===== src/sv/tibd_pkg.sv =====
// Shared constants and types for the tape image block deframer.
`timescale 1ns / 1ps
`default_nettype none
package tibd_pkg;

   // Block ID bytes
   localparam logic [7:0] ID_STANDARD = 8'h10;
   localparam logic [7:0] ID_TURBO    = 8'h11;
   localparam logic [7:0] ID_PAUSE    = 8'h20;

   // Header bytes skipped after a turbo block ID (0 to 15)
   localparam logic [3:0] TURBO_HEADER_BYTES = 4'd15;

   // Command queue between parser and serializer
   localparam int QUEUE_DEPTH = 2;
   localparam int QUEUE_PTR_W = (QUEUE_DEPTH > 1) ? $clog2(QUEUE_DEPTH) : 1;
   localparam int QUEUE_CNT_W = $clog2(QUEUE_DEPTH + 1);

   // Work for the serializer caused by one input word
   typedef struct packed {
      logic        has_bits;
      logic [7:0]  data;
      logic        has_pause;
      logic [15:0] pause_ms;
   } cmd_type;

   // Result word fields
   localparam logic RSP_KIND_BIT   = 1'b0;
   localparam logic RSP_KIND_PAUSE = 1'b1;

endpackage
`default_nettype wire


===== src/sv/tibd_front.sv =====
// Block framing parser: takes image words and issues serializer commands.
`timescale 1ns / 1ps
`default_nettype none
module tibd_front
   import tibd_pkg::*;
(
   input  wire logic       clock,
   input  wire logic       reset,
   input  wire logic       take,
   input  wire logic [7:0] data_byte,
   output logic            cmd_push,
   output cmd_type         cmd
);

   typedef enum logic [3:0] {
      PH_ID       = 4'd0,
      PH_STD_P0   = 4'd1,
      PH_STD_P1   = 4'd2,
      PH_STD_L0   = 4'd3,
      PH_STD_L1   = 4'd4,
      PH_TRB_SKIP = 4'd5,
      PH_TRB_L0   = 4'd6,
      PH_TRB_L1   = 4'd7,
      PH_TRB_L2   = 4'd8,
      PH_DATA     = 4'd9,
      PH_PAU_P0   = 4'd10,
      PH_PAU_P1   = 4'd11
   } phase_type;

   phase_type   phase_ff, phase_in;
   logic [3:0]  skip_ff, skip_in;
   logic [23:0] remaining_ff, remaining_in;
   logic [15:0] pause_ff, pause_in;
   logic        standard_ff, standard_in;

   logic [15:0] len16;
   logic [23:0] len24;
   logic [23:0] rem_dec;
   logic [3:0]  skip_dec;
   logic [15:0] pause_full;

   assign len16      = {data_byte, remaining_ff[7:0]};
   assign len24      = {data_byte, remaining_ff[15:0]};
   assign rem_dec    = remaining_ff - 24'd1;
   assign skip_dec   = skip_ff - 4'd1;
   assign pause_full = {data_byte, pause_ff[7:0]};

   always_comb begin
      phase_in     = phase_ff;
      skip_in      = skip_ff;
      remaining_in = remaining_ff;
      pause_in     = pause_ff;
      standard_in  = standard_ff;
      cmd_push     = 1'b0;
      cmd          = '0;
      if (take) begin
         unique case (phase_ff)
            PH_STD_P0: begin
               pause_in = {8'd0, data_byte};
               phase_in = PH_STD_P1;
            end
            PH_STD_P1: begin
               pause_in = pause_full;
               phase_in = PH_STD_L0;
            end
            PH_STD_L0: begin
               remaining_in = {16'd0, data_byte};
               phase_in     = PH_STD_L1;
            end
            PH_STD_L1: begin
               remaining_in = {8'd0, len16};
               if (len16 == 16'd0) begin
                  cmd_push      = 1'b1;
                  cmd.has_pause = 1'b1;
                  cmd.pause_ms  = pause_ff;
                  phase_in      = PH_ID;
               end else begin
                  phase_in = PH_DATA;
               end
            end
            PH_TRB_SKIP: begin
               skip_in = skip_dec;
               if (skip_dec == 4'd0) begin
                  phase_in = PH_TRB_L0;
               end
            end
            PH_TRB_L0: begin
               remaining_in = {16'd0, data_byte};
               phase_in     = PH_TRB_L1;
            end
            PH_TRB_L1: begin
               remaining_in = {8'd0, len16};
               phase_in     = PH_TRB_L2;
            end
            PH_TRB_L2: begin
               remaining_in = len24;
               phase_in     = (len24 == 24'd0) ? PH_ID : PH_DATA;
            end
            PH_DATA: begin
               cmd_push     = 1'b1;
               cmd.has_bits = 1'b1;
               cmd.data     = data_byte;
               remaining_in = rem_dec;
               if (rem_dec == 24'd0) begin
                  cmd.has_pause = standard_ff;
                  cmd.pause_ms  = standard_ff ? pause_ff : 16'd0;
                  phase_in      = PH_ID;
               end
            end
            PH_PAU_P0: begin
               pause_in = {8'd0, data_byte};
               phase_in = PH_PAU_P1;
            end
            PH_PAU_P1: begin
               pause_in      = pause_full;
               cmd_push      = 1'b1;
               cmd.has_pause = 1'b1;
               cmd.pause_ms  = pause_full;
               phase_in      = PH_ID;
            end
            default: begin
               // block ID byte; unknown IDs are dropped
               if (data_byte == ID_STANDARD) begin
                  standard_in = 1'b1;
                  phase_in    = PH_STD_P0;
               end else if (data_byte == ID_TURBO) begin
                  standard_in = 1'b0;
                  skip_in     = TURBO_HEADER_BYTES;
                  phase_in    = (TURBO_HEADER_BYTES == 4'd0) ? PH_TRB_L0 : PH_TRB_SKIP;
               end else if (data_byte == ID_PAUSE) begin
                  phase_in = PH_PAU_P0;
               end else begin
                  phase_in = PH_ID;
               end
            end
         endcase
      end
   end

   always_ff @(posedge clock) begin
      if (reset) begin
         phase_ff     <= PH_ID;
         skip_ff      <= 4'd0;
         remaining_ff <= 24'd0;
         pause_ff     <= 16'd0;
         standard_ff  <= 1'b0;
      end else begin
         phase_ff     <= phase_in;
         skip_ff      <= skip_in;
         remaining_ff <= remaining_in;
         pause_ff     <= pause_in;
         standard_ff  <= standard_in;
      end
   end

endmodule
`default_nettype wire


===== src/sv/tibd_queue.sv =====
// Short command queue between the parser and the serializer.
`timescale 1ns / 1ps
`default_nettype none
module tibd_queue
   import tibd_pkg::*;
(
   input  wire logic    clock,
   input  wire logic    reset,
   input  wire logic    push,
   input  wire cmd_type push_cmd,
   output logic         full,
   input  wire logic    pop,
   output logic         head_valid,
   output cmd_type      head_cmd
);

   cmd_type                  entry_ff [QUEUE_DEPTH];
   logic [QUEUE_PTR_W-1:0]   wr_ptr_ff, rd_ptr_ff;
   logic [QUEUE_CNT_W-1:0]   count_ff, count_in;
   logic                     do_push, do_pop;

   assign full       = (count_ff == QUEUE_CNT_W'(QUEUE_DEPTH));
   assign head_valid = (count_ff != '0);
   assign head_cmd   = entry_ff[rd_ptr_ff];
   assign do_push    = push && !full;
   assign do_pop     = pop && head_valid;

   always_comb begin
      count_in = count_ff;
      if (do_push && !do_pop) begin
         count_in = count_ff + QUEUE_CNT_W'(1);
      end else if (do_pop && !do_push) begin
         count_in = count_ff - QUEUE_CNT_W'(1);
      end
   end

   always_ff @(posedge clock) begin
      if (reset) begin
         wr_ptr_ff <= '0;
         rd_ptr_ff <= '0;
         count_ff  <= '0;
      end else begin
         count_ff <= count_in;
         if (do_push) begin
            wr_ptr_ff <= (wr_ptr_ff == QUEUE_PTR_W'(QUEUE_DEPTH - 1)) ?
                         '0 : wr_ptr_ff + QUEUE_PTR_W'(1);
         end
         if (do_pop) begin
            rd_ptr_ff <= (rd_ptr_ff == QUEUE_PTR_W'(QUEUE_DEPTH - 1)) ?
                         '0 : rd_ptr_ff + QUEUE_PTR_W'(1);
         end
      end
   end

   always_ff @(posedge clock) begin
      if (do_push) begin
         entry_ff[wr_ptr_ff] <= push_cmd;
      end
   end

endmodule
`default_nettype wire


===== src/sv/tibd_back.sv =====
// Serializer: turns queued commands into bit and pause result words.
`timescale 1ns / 1ps
`default_nettype none
module tibd_back
   import tibd_pkg::*;
(
   input  wire logic    clock,
   input  wire logic    reset,
   input  wire logic    head_valid,
   input  wire cmd_type head_cmd,
   output logic         pop,
   output logic         rsp_tvalid,
   input  wire logic    rsp_tready,
   output logic [23:0]  rsp_tdata,
   output logic         rsp_tuser,
   output logic         rsp_tlast
);

   logic [2:0]  idx_ff, idx_in;
   logic        bits_done_ff, bits_done_in;
   logic        valid_ff, valid_in;
   logic        kind_ff, kind_in;
   logic        bit_ff, bit_in;
   logic [15:0] ms_ff, ms_in;
   logic        last_ff, last_in;
   logic        advance, emit_bit, last_bit;

   assign advance  = !valid_ff || rsp_tready;
   assign emit_bit = head_cmd.has_bits && !bits_done_ff;
   assign last_bit = (idx_ff == 3'd7);

   always_comb begin
      idx_in       = idx_ff;
      bits_done_in = bits_done_ff;
      valid_in     = valid_ff;
      kind_in      = kind_ff;
      bit_in       = bit_ff;
      ms_in        = ms_ff;
      last_in      = last_ff;
      pop          = 1'b0;
      if (advance) begin
         valid_in = head_valid;
         if (head_valid) begin
            if (emit_bit) begin
               // send MSB first
               kind_in = RSP_KIND_BIT;
               bit_in  = head_cmd.data[3'd7 - idx_ff];
               ms_in   = 16'd0;
               last_in = last_bit && !head_cmd.has_pause;
               if (last_bit) begin
                  idx_in       = 3'd0;
                  bits_done_in = head_cmd.has_pause;
                  pop          = !head_cmd.has_pause;
               end else begin
                  idx_in = idx_ff + 3'd1;
               end
            end else begin
               kind_in      = RSP_KIND_PAUSE;
               bit_in       = 1'b0;
               ms_in        = head_cmd.pause_ms;
               last_in      = 1'b1;
               bits_done_in = 1'b0;
               pop          = 1'b1;
            end
         end
      end
   end

   always_ff @(posedge clock) begin
      if (reset) begin
         idx_ff       <= 3'd0;
         bits_done_ff <= 1'b0;
         valid_ff     <= 1'b0;
      end else begin
         idx_ff       <= idx_in;
         bits_done_ff <= bits_done_in;
         valid_ff     <= valid_in;
      end
   end

   always_ff @(posedge clock) begin
      kind_ff <= kind_in;
      bit_ff  <= bit_in;
      ms_ff   <= ms_in;
      last_ff <= last_in;
   end

   assign rsp_tvalid = valid_ff;
   assign rsp_tuser  = kind_ff;
   assign rsp_tlast  = last_ff;
   assign rsp_tdata  = {7'd0, ms_ff, bit_ff};

endmodule
`default_nettype wire


===== src/sv/tape_image_block_deframer.sv =====
// Top level of the tape image block deframer: parser, command queue, serializer.
//
//   channel  direction  tdata                              tuser  tlast
//   req_     in         [7:0] data_byte                    -      -
//   rsp_     out        [0] bit_value, [16:1] pause_ms     kind   last
//
// The parser takes one word per cycle while the command queue has room.
// A data word becomes eight bit result words, plus the pause after the last
// word of a standard block; the parser takes new words while older ones are
// still being sent. Of header, length and ID words only the high length word
// of an empty standard block and the high word of a pause block queue a pause.
// Reset is synchronous and active high; it empties the queue and output.
// A stall on rsp_ backs up through the queue to req_tready.
`timescale 1ns / 1ps
`default_nettype none
module tape_image_block_deframer
   import tibd_pkg::*;
(
   input  wire logic        clock,
   input  wire logic        reset,
   input  wire logic        req_tvalid,
   output logic             req_tready,
   input  wire logic [7:0]  req_tdata,   // [7:0] data_byte
   output logic             rsp_tvalid,
   input  wire logic        rsp_tready,
   output logic [23:0]      rsp_tdata,   // [0] bit_value, [16:1] pause_ms, [23:17] zero
   output logic             rsp_tuser,   // [0] kind
   output logic             rsp_tlast
);

   logic    take;
   logic    cmd_push;
   cmd_type cmd;
   logic    queue_full;
   logic    pop;
   logic    head_valid;
   cmd_type head_cmd;

   assign req_tready = !queue_full;
   assign take       = req_tvalid && !queue_full;

   tibd_front u_front (
      .clock     (clock),
      .reset     (reset),
      .take      (take),
      .data_byte (req_tdata),
      .cmd_push  (cmd_push),
      .cmd       (cmd)
   );

   tibd_queue u_queue (
      .clock      (clock),
      .reset      (reset),
      .push       (cmd_push),
      .push_cmd   (cmd),
      .full       (queue_full),
      .pop        (pop),
      .head_valid (head_valid),
      .head_cmd   (head_cmd)
   );

   tibd_back u_back (
      .clock      (clock),
      .reset      (reset),
      .head_valid (head_valid),
      .head_cmd   (head_cmd),
      .pop        (pop),
      .rsp_tvalid (rsp_tvalid),
      .rsp_tready (rsp_tready),
      .rsp_tdata  (rsp_tdata),
      .rsp_tuser  (rsp_tuser),
      .rsp_tlast  (rsp_tlast)
   );

endmodule
`default_nettype wire


===== config.mk =====
export PLATFORM = sky130hd
export DESIGN_NAME = tape_image_block_deframer
export DESIGN_NICKNAME = d
export VERILOG_FILES = /design/src/sv/tibd_pkg.sv /design/src/sv/tibd_front.sv /design/src/sv/tibd_queue.sv /design/src/sv/tibd_back.sv /design/src/sv/tape_image_block_deframer.sv
export SDC_FILE = /design/constraint.sdc
export NUM_CORES = 1
export LEC_CHECK = 0
export ABC_CLOCK_PERIOD_IN_PS = 6650
export CAP_MARGIN = 20
export CORE_MARGIN = 10
export CORE_UTILIZATION = 69
export DETAILED_ROUTE_END_ITERATION = 8
export DONT_BUFFER_PORTS = 1
export GPL_ROUTABILITY_DRIVEN = 0
export PLACE_DENSITY = 0.81
export SETUP_SLACK_MARGIN = 0.05
export SLEW_MARGIN = 10
export SYNTH_ARGS = -nofsm -noshare
export SYNTH_HDL_FRONTEND = slang
export SYNTH_HIERARCHICAL = 1
export SYNTH_SLANG_ARGS = --single-unit

===== constraint.sdc =====
create_clock -name clock -period 6.65 [get_ports clock]
set_input_delay 1.6625 -clock clock [delete_from_list [all_inputs] [get_ports clock]]
set_output_delay 1.6625 -clock clock [all_outputs]
set_load 0.01 [all_outputs]

Word-level counts from Yosys, hierarchy flattened
Memories as Yosys holds them, arrays and structs flattened. A register that Yosys moved wholly into a read port is not among the register bits.
Index checks and enable logic that the tools add are counted.
{"block": "word_totals", "register_bits": 77, "mem_bits_rw": 52, "in_bits": 12, "wordCells": 139, "memories": 1}
{"name": "u_queue.entry_ff", "words": 2, "width": 26, "read_ports": 1, "rd_ports_with_merged_regs": 1, "wr": 1, "line_no": "tibd_queue.sv:17", "source": "cmd_type entry_ff [QUEUE_DEPTH];"}
{"block": "op_classes", "add_sub_neg": 8, "order_cmp": 1, "n_eq_ne": 20, "n_mux": 42, "n_bitwise": 5, "n_reduce_logical": 44}
{"operator": "$pmux 24 s4", "count": 1}
{"operator": "$pmux 17 s3", "count": 1}
{"operator": "$logic_not 24->1", "count": 2}
{"operator": "$pmux 4 s11", "count": 1}
{"operator": "$mux 4", "count": 9}
{"operator": "$mux 17", "count": 2}
{"operator": "$pmux 16 s2", "count": 1}
{"operator": "$mux 26", "count": 1}
{"operator": "$sub 24x1->24 const B", "count": 1}
{"operator": "$mux 1", "count": 18}
{"operator": "$reduce_and 3->1", "count": 6}
{"operator": "$eq 4x3->1 const B", "count": 4}
{"operator": "$eq 4x4->1 const B", "count": 4}
{"operator": "$eq 8x5->1 const B", "count": 2}
{"operator": "$logic_not 16->1", "count": 1}
{"operator": "$mux 16", "count": 1}
{"operator": "$reduce_bool 2->1", "count": 6}
{"operator": "$reduce_or 11->1", "count": 1}
{"operator": "$reduce_or 10->1", "count": 1}
{"operator": "$reduce_or 2->1", "count": 5}
{"operator": "$mux 9", "count": 1}
{"operator": "$eq 4x2->1 const B", "count": 2}
{"operator": "$eq 8x6->1 const B", "count": 1}
{"operator": "$pmux 4 s2", "count": 1}
{"operator": "other kinds (25)", "count": 47}

Logic depth before layout (Yosys ltp)
Gate-level depths: netlist of the first run.
{"block": "depth", "word_depth": 9, "depth_mapped": 13}

Modules after synthesis
The synthesis of the first run kept the hierarchy.
{"module": "tibd_front", "n_inst": 1, "cells_per_inst": 485, "area_per_inst_um2": 3484.6, "seq_area_each_um2": 980.9}
{"module": "tibd_queue", "n_inst": 1, "cells_per_inst": 106, "area_per_inst_um2": 2092.0, "seq_area_each_um2": 1661.6}
{"module": "tibd_back", "n_inst": 1, "cells_per_inst": 84, "area_per_inst_um2": 1081.0, "seq_area_each_um2": 670.6}
{"module": "tape_image_block_deframer", "n_inst": 1, "cells_per_inst": 2, "area_per_inst_um2": 10.0, "seq_area_each_um2": 0.0}

Worst setup path before layout of the first run
No wires, ideal clock.
{"block": "synth_timing", "path_type": "in2reg", "startpoint": "in req_tdata[3]", "endpoint": "mem u_queue/entry_ff[0][0] (netlist name) (enable)", "setup_time_ps": 381, "t_arrival_ps": 4106, "required_time_ps": 6269, "slack_ps": 2163, "path_stages": 9, "path_buffers": 1, "path_cell_list": "clkbuf_1 nor4_1 nor4b_1 nor3b_1 nand2_1 a21boi_0 inv_1 or3_1 inv_1"}
{"block": "synth_via", "elab_chain_cells": 7}
{"element": "start, declared", "line_no": "tape_image_block_deframer.sv:23", "source": "input wire logic [7:0] req_tdata,"}
{"element": "$logic_not 16->1", "line_no": "tibd_front.sv:72", "source": "if (len16 == 16'd0) begin"}
{"element": "$mux 1", "line_no": "tibd_front.sv:72"}
{"element": "$pmux 1 s2", "line_no": "tibd_front.sv:57", "source": "unique case (phase_ff)"}
{"element": "$mux 1", "line_no": "tibd_front.sv:56", "source": "if (take) begin"}
{"element": "net cmd_push", "line_no": "tape_image_block_deframer.sv:32", "source": "logic cmd_push;"}
{"element": "$logic_and 1x1->1", "line_no": "tibd_queue.sv:25", "source": "assign do_push = push && !full;"}
{"element": "$mux 1", "line_no": "tibd_queue.sv:56", "source": "if (do_push) begin"}
{"element": "$mux 1 (not written as such)", "line_no": "tibd_queue.sv:57", "source": "entry_ff[wr_ptr_ff] <= push_cmd;"}
{"element": "end, declared", "line_no": "tibd_queue.sv:17"}
The timed path passes the listed nets, and every way through them passes these cells.

Final worst setup path of the first run
{"block": "layout_timing", "startpoint": "in req_tdata[3]", "endpoint": "mem u_queue/entry_ff[0][8] (netlist name) (enable)"}
Same word-level chain as after synthesis.

==> impl_metrics.sql, run 1 <==
INSERT INTO impl_metrics (metric_group, metric, value, unit) VALUES
('outcome', 'outcome', 'finished, final reports clean', ''),
('clock_network', 'cts_made_buffers', '17', ''),
('clock_network', 'root_buffer', 'sky130_fd_sc_hd__clkbuf_8', ''),
('global_routing', 'global_route_usage_over_all_layers', '0.2201', ''),
('worst_setup_path', 'crit_path_start_kind', 'primary input', ''),
('route', 'antenna_violating_nets_post_route', '0', ''),
('worst_setup_path', 'timing.critical_path.fanout_max', '26', ''),
('cells_and_area', 'num_antenna_cells', '0', ''),
('cells_and_area', 'fill_cells', '578', ''),
('flow_run', 'max_cap_viol_count', '0', ''),
('worst_setup_path', 'worst_setup_path_endpoint', 'u_queue/entry_ff[0][8]', ''),
('yosys', 'synth.ff_latch_count', '130', ''),
('worst_setup_path', 'required_worst_endpoint', '6790', 'ps'),
('cells_and_area', 'post-route-cell-area', '7302', 'µm²'),
('global_routing', 'first_pass_grt_wire_length', '25430', 'µm'),
('timing', 'finClkSkew', '9.046', 'ps'),
('power', 'power_leakage', '2.422', 'nW'),
('power', 'vdd.ir_drop.worst', '0.1672', 'mV'),
('yosys', 'synth_enable_flop_cells', '71', ''),
('timing', 'total_of_endpoints_with_negative_setup_slack_in_the_final_report', '0', ''),
('clock_network', 'clock_tree.buffer_depth', '2', ''),
('yosys', 'synthesis.area', '6668', 'µm²'),
('power', 'power.net_switching', '588.1', 'µW'),
('global_routing', 'first_global_vias', '5102', ''),
('die', 'floorplan.die_area', '13990', 'µm²'),
('timing', 'maxSlewHeadroom', '0.2722', ''),
('yosys', 'synth_adder_area_share', '0.01314', ''),
('clock_network', 'cts.repair_timing.setup_buffer_count', '0', ''),
('timing', 'worst_slew_pin_slew', '1080', 'ps'),
('global_routing', 'globalRouteOverflowTotal', '0', ''),
('yosys', 'synth-warning-count', '6', ''),
('yosys', 'yosys.area_share.simple', '0.2083', ''),
('route', 'detailedRoute.firstIterationViolations', '656', ''),
('yosys', 'synth.largest_area_cell', 'sky130_fd_sc_hd__edfxtp_1', ''),
('timing', 'final_min_period_over_clock_period', '0.6588', ''),
('worst_setup_path', 'crit_family', 'simple AND/OR/NAND/NOR gates', ''),
('timing', 'slew_viol_final', '0', ''),
('clock_network', 'clock_sinks', '130', ''),
('worst_setup_path', 'critical_path_buf_inv_count', '2', ''),
('yosys', 'syn_avg_cell_area', '9.849', 'µm²'),
('cells_and_area', 'multi_input_area', '3108', 'µm²'),
('die', 'fp-row-count', '35', ''),
('clock_network', 'cts_resized', '0', ''),
('timing', 'final.setup.tns', '0', 'ps'),
('worst_setup_path', 'crit_type', 'in -> reg', ''),
('placed_design', 'place.detailed.hpwl', '9863', 'µm'),
('worst_setup_path', 'worstSetupEndpointType', 'flip-flop', ''),
('timing', 'timing_hold_violations_final', '0', ''),
('route', 'vias', '5260', ''),
('cells_and_area', 'num-nets-final', '679', ''),
('worst_setup_path', 'timing.critical_path.arrival', '4530', 'ps'),
('clock_network', 'cts_max_level', '4', ''),
('power', 'power.internal', '1.509', 'mW'),
('die', 'effective_utilization_at_floorplan', '0.7148', ''),
('yosys', 'synth_xor_area_frac', '0.01708', ''),
('placed_design', 'port-buffer-count', '0', ''),
('hold_path', 'path_category_of_the_worst_min_delay_check', 'reg -> reg', ''),
('yosys', 'area_fraction_in_compound_gates_after_synthesis', '0.1588', ''),
('route', 'drt_pass1_iterations', '6', ''),
('route', 'routed_wl', '15580', 'µm'),
('power', 'power_density', '287.1', 'nW/µm²'),
('clock_network', 'clk_latency', '530', 'ps'),
('power', 'combinationalPowerShare', '0.122', ''),
('timing', 'rsz0062_at_grt', 'no', ''),
('global_routing', 'grt_start_max_net_pins', '60', ''),
('worst_setup_path', 'timing.critical_path.depth', '8', ''),
('route', 'route.detailed.wl_per_inst', '19.43', 'µm'),
('worst_setup_path', 'worst_setup_sp', 'req_tdata[3]', ''),
('worst_setup_path', 'crit-reg2reg-capture', 'u_queue/entry_ff[0][8]', ''),
('yosys', 'synthMuxAreaShare', '0.06399', ''),
('clock_network', 'cts_tree', 'yes', '');
[cells in the mapped netlist, drive strengths merged (3+ instances only)]
cell type  instances
or4                4
or2                5
nor4               8
nand2             60
and3               3
and2              30
nor3b              4
mux2              27
mux2i             10
or3                8
a21oi             50
inv               16
xor2               9
a31oi              5
nand3             16
a22oi             15
nor2              65
o21a               6
buf               19
clkbuf            28
dfxtp             59
ha                 7
o21ai             35
a221oi             5
xnor2              4
edfxtp            71
nand4              7
nand2b            10
nor4b              6
nor2b             10
a211oi             9
a21o               4
nor3              21
o31ai              6
a311oi            10
[area by class of cell]
type | instances | area share
clock buffers | 17 | 0.05672
clock inverters | 15 | 0.02639
inverters | 16 | 0.008225
multi-input cells | 490 | 0.4256
flip-flops and latches | 130 | 0.4537
well taps | 129 | 0.02210
repair buffers | 5 | 0.007197
[how the worst min path moves through the flow]
stage | slack [ps] | start | endpoint | depth (start not counted)
6_report | 460 | u_front/pause_ff[12] | u_front/pause_ff[12] | 2
5_1_grt | 470 | u_front/pause_ff[14] | u_front/pause_ff[14] | 2
4_1_cts | 450 | u_front/pause_ff[8] | u_front/pause_ff[8] | 2
3_5_place_dp | 440 | u_front/pause_ff[12] | u_front/pause_ff[12] | 2
3_3_place_gp | 430 | u_front/pause_ff[8] | u_front/pause_ff[8] | 2
2_1_floorplan | 430 | u_front/pause_ff[10] | u_front/pause_ff[10] | 2
[flip-flops by register name, indices dropped and copies added, names as in the netlist, named ones only]
signal / cells
u_back/rsp_tuser: 1
u_back/rsp_tlast: 1
u_back/bit_ff: 1
u_queue/rd_ptr_ff: 1
u_back/rsp_tvalid: 1
u_front/skip_ff: 4
u_back/ms_ff: 16
u_front/pause_ff: 16
u_queue/entry_ff: 52
u_back/bits_done_ff: 1
u_front/standard_ff: 1
u_back/idx_ff: 3
u_queue/count_ff: 2
u_front/phase_ff: 4
u_queue/wr_ptr_ff: 1
u_front/remaining_ff: 24
[power groups by stage]
stage          combinational [mW]  sequential, mW  clock, mW
2_1_floorplan               0.219           0.891          0
3_3_place_gp                0.240           0.905          0
3_5_place_dp                0.245           0.907          0
4_1_cts                     0.250           0.890      0.959
5_1_grt                     0.279           0.893       1.00
6_report                    0.255           0.891      0.950
[through the flow]
step | instances | util | setup slack (ps) | hold slack (ps)
6_report | 802 | 0.7828 | 2269 | 456.6
3_5_place_dp | 768 | 0.7146 | 1776 | 437.9
3_3_place_gp | 768 | 0.7146 | 1857 | 432.2
4_1_cts | 800 | 0.7796 | 2256 | 451.8
2_1_floorplan | 683 | - | 2163 | 431.7
5_1_grt | 802 | 0.7828 | 2021 | 473.1
[per-layer routing]
metal,up-vias,share of wire,track usage
met2,292,0.49,0.3585
li1,2444,-,-
met3,59,0.084,0.05807
met4,0,0.028,0.1036
met1,2465,0.40,0.2665
met5,-,0,0
[cells by family after synthesis]
logic type / count (synthesis)
and+or+nand+nor: 264
AOI/OAI and AO/OA: 161
DFF: 130
buffers and inverters: 63
muxes: 38
xor gates and xnor gates: 13
adders and majority gates: 7
other: 1
[cell usage in the layout (no fill, tap or decap), types with 15 or more instances in the layout]
cell type / Yosys / routed
sky130_fd_sc_hd__nand2_1: 60 / 60
sky130_fd_sc_hd__nor3_1: 20 / 20
sky130_fd_sc_hd__o21ai_0: 32 / 32
sky130_fd_sc_hd__clkbuf_16: 0 / 16
sky130_fd_sc_hd__edfxtp_1: 71 / 71
sky130_fd_sc_hd__and2_1: 30 / 30
sky130_fd_sc_hd__nor2_1: 64 / 64
sky130_fd_sc_hd__mux2_2: 27 / 27
sky130_fd_sc_hd__dfxtp_1: 59 / 59
sky130_fd_sc_hd__nand3_1: 15 / 15
sky130_fd_sc_hd__a21oi_1: 50 / 50
[worst register-to-register path: stages (launching register included)]
cell,delay [ps]
sky130_fd_sc_hd__dfxtp_1,370
sky130_fd_sc_hd__inv_1,140
sky130_fd_sc_hd__ha_1,300
sky130_fd_sc_hd__nor4b_1,370
sky130_fd_sc_hd__nand2_1,200
sky130_fd_sc_hd__nor3b_1,300
sky130_fd_sc_hd__nand2_1,300
sky130_fd_sc_hd__a21boi_0,260
sky130_fd_sc_hd__inv_1,100
sky130_fd_sc_hd__or3_1,390
sky130_fd_sc_hd__inv_1,760
Power figures use the tool's default switching activity.
==> inputs of run 2 (changes only) <==
Settings changed: ABC_AREA set to 1, ABC_CLOCK_PERIOD_IN_PS 6650 to 4200, CORE_UTILIZATION 69 to 64, PLACE_DENSITY 0.81 to 0.76.
Clock period 6.65 ns to 4.2 ns, I/O delays scaled along.
==> run 2 against run 1 <==
Net effect:
- routed wire length is 10% higher
- synthesized area rose by 8.6%
- first-iteration DRC count fell by 13%
- critical endpoint is now u_queue/entry_ff[1][2]
- worst setup slack worse by 1000 ps
- global-route usage is 1.0 points lower
- largest cell class unchanged
- sequential cell count did not move
- non-clock buffer count increased by 1
- count of clock-buffer cells in the layout up 1
- final area up 7.9%
- final cell count up 30%
==> impl_metrics.sql, run 2 <==
INSERT INTO impl_metrics (metric_group, metric, value, unit) VALUES
('yosys', 'syn_avg_cell_area', '8.188', 'µm²'),
('yosys', 'synth-warning-count', '6', ''),
('cells_and_area', 'num_antenna_cells', '0', ''),
('worst_setup_path', 'slowest_stage', 'sky130_fd_sc_hd__buf_4', ''),
('cells_and_area', 'num-nets-final', '910', ''),
('timing', 'worst_slew_pin_slew', '747.4', 'ps'),
('clock_network', 'cts.reportedPaths.clkPinSlew', '50', 'ps'),
('worst_setup_path', 'worstSetupEndpointType', 'flip-flop', ''),
('worst_setup_path', 'ff2ff_path_depth', '11', ''),
('worst_setup_path', 'crit_path_start_kind', 'primary input', ''),
('die', 'die_w', '126.3', 'µm'),
('die', 'pin_count', '40', ''),
('worst_setup_path', 'required_worst_endpoint', '4270', 'ps'),
('timing', 'slew_viol_final', '0', ''),
('worst_setup_path', 'worst_setup_path_endpoint', 'u_queue/entry_ff[1][2]', ''),
('timing', 'timing.fmax', '338.3', 'MHz'),
('yosys', 'synth.top_cell.area_share', '0.2946', ''),
('yosys', 'synth.most_common_cell', 'sky130_fd_sc_hd__nand2_1', ''),
('cells_and_area', 'final_layout_size_suffix_gt1_frac', '0.1582', ''),
('cells_and_area', 'largest_reg_flops', '52', ''),
('yosys', 'synthesis.area', '7238', 'µm²'),
('clock_network', 'hold_buffers', '0', ''),
('timing', 'maxSlewHeadroom', '0.5002', ''),
('flow_run', 'max_cap_viol_count', '0', ''),
('timing', 'final_period_minus_worst_setup_slack', '2956', 'ps'),
('worst_setup_path', 'timing.critical_path.arrival', '3030', 'ps'),
('clock_network', 'clock_tree.buffer_depth', '2', ''),
('die', 'effective_utilization_at_floorplan', '0.6619', ''),
('hold_path', 'hold_path.startpoint', 'u_front/remaining_ff[23]', ''),
('yosys', 'ys_dominant_reg_cell', 'sky130_fd_sc_hd__edfxtp_1', ''),
('worst_setup_path', 'critical-path-top-cell-by-count', 'sky130_fd_sc_hd__nor2_2', ''),
('timing', 'timing_hold_violations_final', '0', ''),
('worst_setup_path', 'path_cells', 'inv_1 > nand3_1 > nor2_1 > nand4_1 > nor2_2 > nand2_1 > a21oi_1 > o21ai_2 > nor2_2 > buf_4', ''),
('global_routing', 'globalRouteOverflowTotal', '0', ''),
('yosys', 'synth_enable_flop_cells', '71', ''),
('worst_setup_path', 'crit_type', 'in -> reg', ''),
('yosys', 'synth_cell_types', '44', ''),
('hold_path', 'path_category_of_the_worst_min_delay_check', 'reg -> reg', ''),
('die', 'fp-row-count', '38', ''),
('route', 'avgViaCountPerCell', '5.668', ''),
('cells_and_area', 'layout_common_cells', 'sky130_fd_sc_hd__nand2_1 (183), sky130_fd_sc_hd__inv_1 (133), sky130_fd_sc_hd__nor2_1 (116), sky130_fd_sc_hd__edfxtp_1 (71), sky130_fd_sc_hd__dfxtp_1 (59)', ''),
('power', 'power_density', '423.9', 'nW/µm²'),
('global_routing', 'grt_antenna_before_repair', '0', ''),
('yosys', 'syn_inst', '884', ''),
('route', 'drt_pass1_iterations', '5', ''),
('clock_network', 'root_buffer', 'sky130_fd_sc_hd__clkbuf_16', ''),
('power', 'power_leakage', '3.425', 'nW'),
('route', 'routed_wl', '17160', 'µm'),
('route', 'detailedRoute.firstIterationViolations', '570', ''),
('timing', 'total_of_endpoints_with_negative_setup_slack_in_the_final_report', '0', ''),
('timing', 'rsz0062_at_grt', 'no', ''),
('worst_setup_path', 'crit-reg2reg-capture', 'u_queue/entry_ff[1][2]', ''),
('route', 'antenna_violating_nets_post_route', '0', ''),
('worst_setup_path', 'r2r_start', 'u_front/remaining_ff[0]', ''),
('clock_network', 'cts_max_level', '4', ''),
('timing', 'finClkSkew', '11.74', 'ps'),
('placed_design', 'port-buffer-count', '0', ''),
('route', 'route.detailed.wl_per_inst', '16.43', 'µm'),
('global_routing', 'top_usage_layer', 'met2', ''),
('cells_and_area', 'post-route-cell-area', '7876', 'µm²'),
('yosys', 'synth.largest_area_cell', 'sky130_fd_sc_hd__edfxtp_1', ''),
('worst_setup_path', 'worst-r2r-setup-slack', '1280', 'ps'),
('worst_setup_path', 'cp_slowest_stage_delay', '340', 'ps'),
('route', 'vias', '5917', ''),
('yosys', 'synth_commonest_cells', 'sky130_fd_sc_hd__nand2_1 (183), sky130_fd_sc_hd__inv_1 (133), sky130_fd_sc_hd__nor2_1 (118)', ''),
('yosys', 'synth.area.top_cells', 'sky130_fd_sc_hd__edfxtp_1 (29%), sky130_fd_sc_hd__dfxtp_1 (16%), sky130_fd_sc_hd__nand2_1 (9.5%), sky130_fd_sc_hd__inv_1 (6.9%), sky130_fd_sc_hd__nor2_1 (6.1%)', ''),
('clock_network', 'cts.repair_timing.setup_buffer_count', '0', ''),
('yosys', 'synth_async_sr_flop_share', '0', ''),
('cells_and_area', 'final_common_cell', 'sky130_fd_sc_hd__nand2_1', ''),
('power', 'vdd.ir_drop.worst', '0.3041', 'mV'),
('global_routing', 'met1_track_demand_over_resource', '0.2438', ''),
('outcome', 'outcome', 'finished, final reports clean', ''),
('timing', 'final.setup.tns', '0', 'ps'),
('timing', 'final_min_period_over_clock_period', '0.7039', ''),
('global_routing', 'global_route_usage_over_all_layers', '0.2099', ''),
('global_routing', 'met3_usage', '0.05081', ''),
('yosys', 'synth.ff_latch_count', '130', ''),
('global_routing', 'first_global_vias', '5673', ''),
('cells_and_area', 'syn_to_final_growth', '8.816', '%'),
('clock_network', 'clk_latency', '420', 'ps'),
('clock_network', 'clock_sinks', '130', ''),
('die', 'die_height', '126.3', 'µm'),
('placed_design', 'place.detailed.hpwl', '12220', 'µm'),
('global_routing', 'grt_start_max_net_pins', '36', ''),
('global_routing', 'first_pass_grt_wire_length', '27580', 'µm'),
('clock_network', 'cts_made_buffers', '17', ''),
('global_routing', 'groute.layer.met2.usage', '0.3551', ''),
('cells_and_area', 'layout_top_registers', 'u_queue/entry_ff (52), u_front/remaining_ff (24)', ''),
('cells_and_area', 'fill_cells', '822', ''),
('placed_design', 'dpl_cell_area', '7310', 'µm²'),
('yosys', 'proportion_of_synthesized_chip_area_in_sequential_cells', '0.4577', ''),
('route', 'drc', '0', ''),
('die', 'floorplan.die_area', '15960', 'µm²'),
('clock_network', 'cts_resized', '0', ''),
('worst_setup_path', 'worst_setup_sp', 'req_tdata[3]', ''),
('clock_network', 'cts_tree', 'yes', ''),
('die', 'core-area', '10940', 'µm²'),
('worst_setup_path', 'timing.critical_path.fanout_max', '26', ''),
('cells_and_area', 'largest-register', 'u_queue/entry_ff', '');
[run 2: cell count changes in the layout (fill, tap and decap cells not counted), sizes merged, moves of 18 or more]
cell,delta
nor3,-18
nor2,+91
nand3,+32
nand2,+143
inv,+122
and2,-28
[run 2: logic make-up after synthesis]
logic type / count (synthesis) / synth area share
AO/OA/AOI/OAI: 113 / 0.09369
AND/OR/NAND/NOR: 435 / 0.2819
multiplexers: 26 / 0.05082
adder cells (fa/ha/maj): 7 / 0.01210
other: 1 / 0.0005181
XOR/XNOR: 2 / 0.002420
buffers and inverters: 170 / 0.1008
flip-flops: 130 / 0.4577
[run 2: final cells by class]
type,count,area [µm²],area share
clock buffers,18,429.2,0.05449
clock inverters,14,137.6,0.01747
inverters,146,553.0,0.07021
multi-input cells,590,3223,0.4092
flip-flops and latches,130,3313,0.4207
well taps,140,175.2,0.02224
repair buffers,6,45.04,0.005719
[run 2: stage by stage]
| stage | setup slack, ps | instances | util | total power [mW] | hold WS (ps) |
|---|---|---|---|---|---|
| after floorplan | 563.2 | 890 | - | 1.827 | 458.4 |
| after global placement | 1000 | 1012 | 0.6684 | 1.917 | 461.3 |
| after detailed placement | 930.8 | 1012 | 0.6684 | 1.927 | 480.8 |
| after CTS | 1318 | 1044 | 0.7203 | 3.345 | 488.5 |
| after global routing | 1090 | 1044 | 0.7203 | 3.469 | 511.1 |
| final | 1244 | 1044 | 0.7203 | 3.338 | 486.4 |
[run 2: critical path: cells and delay by family]
kind,cells,cell delay (ps)
AOI/OAI and AO/OA,2,420
buffers and inverters,2,520
and+or+nand+nor,6,1010
[run 2: routing by layer]
layer,up-vias,wire length (µm)
met5,-,0
met4,0,547
met3,43,1183
met2,293,8361
met1,2711,7066
li1,2870,-
[run 2: worst min-delay path by stage]
stage,end,cells past startpoint,slack (ps)
after floorplan,u_front/remaining_ff[23],2,460
after detailed placement,u_front/remaining_ff[23],2,480
after global placement,u_front/remaining_ff[23],2,460
after global routing,u_front/remaining_ff[23],2,510
final,u_front/remaining_ff[23],2,490
after CTS,u_front/remaining_ff[23],2,490
[run 2: report_power, final]
group | leakage (nW) | total, mW | switching, mW | internal [mW]
Combinational | 2.02 | 0.528 | 0.368 | 0.160
Sequential | 1.13 | 1.39 | 0.0310 | 1.36
Clock | 0.275 | 1.42 | 0.548 | 0.869
==> inputs of run 3 (changes only) <==
Settings changed: ABC_CLOCK_PERIOD_IN_PS 4200 to 2800.
Clock period 4.2 ns to 2.8 ns, I/O delays scaled along.
==> run 3 against run 2 <==
Net effect:
- die area is the same
- critical path depth grew 5
- final area grew 0.98%
- worst setup slack lost 980 ps
- largest cell class unchanged
- clock skew shrank 2.9 ps
- sequential power grew 50%
- register-to-register slack lost 1000 ps
- non-clock buffer count grew 3
- first-iteration DRC count shrank 5.4%
- critical endpoint is now u_queue/count_ff[1]
==> impl_metrics.sql, run 3 (synthesis results as in run 2) <==
INSERT INTO impl_metrics (metric_group, metric, value, unit) VALUES
('die', 'fp-row-count', '38', ''),
('clock_network', 'cts_made_buffers', '17', ''),
('timing', 'maxSlewHeadroom', '0.4346', ''),
('hold_path', 'holdPathStages', '1', ''),
('die', 'effective_utilization_at_floorplan', '0.6619', ''),
('worst_setup_path', 'critical_path_buf_inv_count', '4', ''),
('placed_design', 'dpl_cell_area', '7357', 'µm²'),
('worst_setup_path', 'worstSetupEndpointType', 'flip-flop', ''),
('timing', 'finClkSkew', '8.836', 'ps'),
('global_routing', 'first_global_vias', '5632', ''),
('route', 'drt_pass1_iterations', '6', ''),
('cells_and_area', 'syn_to_final_growth', '9.888', '%'),
('cells_and_area', 'layout_common_cells', 'sky130_fd_sc_hd__nand2_1 (183), sky130_fd_sc_hd__inv_1 (133), sky130_fd_sc_hd__nor2_1 (116), sky130_fd_sc_hd__edfxtp_1 (71), sky130_fd_sc_hd__dfxtp_1 (59)', ''),
('placed_design', 'place_worst_setup_slack', '201.4', 'ps'),
('hold_path', 'min_delay_worst_endpoint', 'u_back/rsp_tvalid', ''),
('timing', 'timing_hold_violations_final', '0', ''),
('worst_setup_path', 'r2r_start', 'u_front/remaining_ff[0]', ''),
('timing', 'final_period_minus_worst_setup_slack', '2532', 'ps'),
('cells_and_area', 'largest_reg_flops', '52', ''),
('route', 'vias', '5950', ''),
('clock_network', 'cts_max_level', '4', ''),
('global_routing', 'grt_antenna_before_repair', '0', ''),
('timing', 'total_of_endpoints_with_negative_setup_slack_in_the_final_report', '0', ''),
('die', 'floorplan.die_area', '15960', 'µm²'),
('worst_setup_path', 'worst-r2r-setup-slack', '270', 'ps'),
('hold_path', 'path_category_of_the_worst_min_delay_check', 'in -> reg', ''),
('clock_network', 'cts.repair_timing.setup_buffer_count', '0', ''),
('hold_path', 'hold_path.startpoint', 'reset', ''),
('cells_and_area', 'area.sequential', '3313', 'µm²'),
('power', 'vdd.ir_drop.worst', '0.3881', 'mV'),
('global_routing', 'globalRouteOverflowTotal', '0', ''),
('timing', 'timing.fmax', '394.9', 'MHz'),
('worst_setup_path', 'cp_slowest_stage_delay', '340', 'ps'),
('worst_setup_path', 'slowest_stage', 'sky130_fd_sc_hd__dfxtp_1', ''),
('placed_design', 'port-buffer-count', '0', ''),
('global_routing', 'first_pass_grt_wire_length', '27410', 'µm'),
('route', 'route.detailed.wl_per_inst', '16.36', 'µm'),
('route', 'antenna_violating_nets_post_route', '0', ''),
('clock_network', 'cts_resized', '0', ''),
('cells_and_area', 'fill_cells', '791', ''),
('placed_design', 'place.detailed.hpwl', '12230', 'µm'),
('cells_and_area', 'largest-register', 'u_queue/entry_ff', ''),
('worst_setup_path', 'crit_family', 'simple AND/OR/NAND/NOR gates', ''),
('die', 'die_w', '126.3', 'µm'),
('clock_network', 'clock_sinks', '130', ''),
('timing', 'worst_slew_pin_slew', '845.6', 'ps'),
('timing', 'rsz0062_at_grt', 'no', ''),
('worst_setup_path', 'timing.critical_path.fanout_max', '8', ''),
('clock_network', 'clk_latency', '410', 'ps'),
('route', 'drc', '0', ''),
('cells_and_area', 'layout_top_registers', 'u_queue/entry_ff (52), u_front/remaining_ff (24)', ''),
('clock_network', 'cts.reportedPaths.clkPinSlew', '60', 'ps'),
('clock_network', 'cts_tree', 'yes', ''),
('timing', 'slew_viol_final', '0', ''),
('route', 'detailedRoute.firstIterationViolations', '539', ''),
('worst_setup_path', 'crit-reg2reg-capture', 'u_queue/count_ff[1]', ''),
('cells_and_area', 'final_layout_size_suffix_gt1_frac', '0.1643', ''),
('die', 'die_height', '126.3', 'µm'),
('power', 'totalPowerFinal', '5.085', 'mW'),
('global_routing', 'grt_start_max_net_pins', '36', ''),
('route', 'routed_wl', '17130', 'µm'),
('global_routing', 'global_route_usage_over_all_layers', '0.2077', ''),
('cells_and_area', 'instances_no_fill', '1047', ''),
('clock_network', 'hold_buffers', '0', ''),
('clock_network', 'clock_tree.buffer_depth', '2', ''),
('worst_setup_path', 'crit_type', 'reg -> reg', ''),
('outcome', 'outcome', 'finished, final reports clean', ''),
('clock_network', 'root_buffer', 'sky130_fd_sc_hd__clkbuf_16', ''),
('worst_setup_path', 'path_cells', 'inv_2 > ha_1 > nand2_4 > inv_1 > nand2_1 > nor2_2 > nand2_1 > a21oi_1 > o21ai_2 > inv_1 > ha_1 > inv_1 > nand4_1 > nand2_1 > nor2_1', ''),
('cells_and_area', 'num_antenna_cells', '0', ''),
('cells_and_area', 'multi_input_area', '3223', 'µm²'),
('worst_setup_path', 'crit_path_start_kind', 'flip-flop', ''),
('cells_and_area', 'final_common_cell', 'sky130_fd_sc_hd__nand2_1', ''),
('placed_design', 'numPlacedInstances', '1015', ''),
('die', 'pin_count', '40', ''),
('die', 'core-area', '10940', 'µm²'),
('timing', 'layout_setup_ws', '267.6', 'ps'),
('timing', 'final_min_period_over_clock_period', '0.9044', ''),
('worst_setup_path', 'required_worst_endpoint', '3110', 'ps'),
('flow_run', 'max_cap_viol_count', '0', ''),
('power', 'power_leakage', '3.464', 'nW'),
('power', 'power_density', '639.3', 'nW/µm²'),
('route', 'avgViaCountPerCell', '5.683', ''),
('worst_setup_path', 'timing.critical_path.arrival', '2840', 'ps'),
('cells_and_area', 'post-route-cell-area', '7954', 'µm²'),
('worst_setup_path', 'ff2ff_path_depth', '15', ''),
('cells_and_area', 'num-nets-final', '913', '');
==> run 3: changes by cell type in the layout (fill, tap and decap cells not counted), sizes merged <==
cell	before	now
inv	147	151
clkinvlp	2	1
buf	6	9
clkbuf	18	17
clkinv	9	7
==> run 3: layout make-up <==
type,instances,share of cell area
sequential,130,0.4165
multi-input combinational,590,0.4052
inverter,146,0.06953
clock buffer,17,0.05348
tap,140,0.02202
clock inverter,15,0.02155
timing repair buffer,9,0.01164
==> run 3: through the flow <==
| stage | utilization | setup TNS, ps | hold slack [ps] |
|---|---|---|---|
| finish | 0.7273 | 0 | 356.1 |
| global route | 0.7273 | 0 | 347.8 |
| CTS | 0.7273 | 0 | 344.9 |
| detailed placement | 0.6728 | 0 | 472.0 |
| global placement | 0.6728 | 0 | 465.4 |
| floorplan | - | -3367 | 458.4 |
==> run 3: layer usage <==
metal	part of all wire	track usage	wire (µm)	vias to the layer above
li1	-	-	-	2878
met1	0.40	0.2361	6884	2768
met2	0.51	0.3648	8704	255
met3	0.062	0.04207	1062	49
met4	0.028	0.09913	479	0
met5	0	0	0	-
==> run 3: power by group <==
group	internal [mW]	switching, mW
combinational	0.243	0.551
clock	1.33	0.871
sequential	2.04	0.0428
total	3.62	1.47
==> run 3: worst max-delay path by stage <==
| stage | start | end | depth (start not counted) |
|---|---|---|---|
| floorplan | req_tdata[1] | u_queue/entry_ff[0][0] | 9 |
| global placement | req_tdata[1] | u_queue/count_ff[1] | 15 |
| detailed placement | req_tdata[3] | u_queue/count_ff[1] | 14 |
| CTS | u_front/remaining_ff[0] | u_queue/count_ff[1] | 15 |
| global route | u_front/remaining_ff[0] | u_queue/count_ff[1] | 15 |
| finish | u_front/remaining_ff[0] | u_queue/count_ff[1] | 15 |
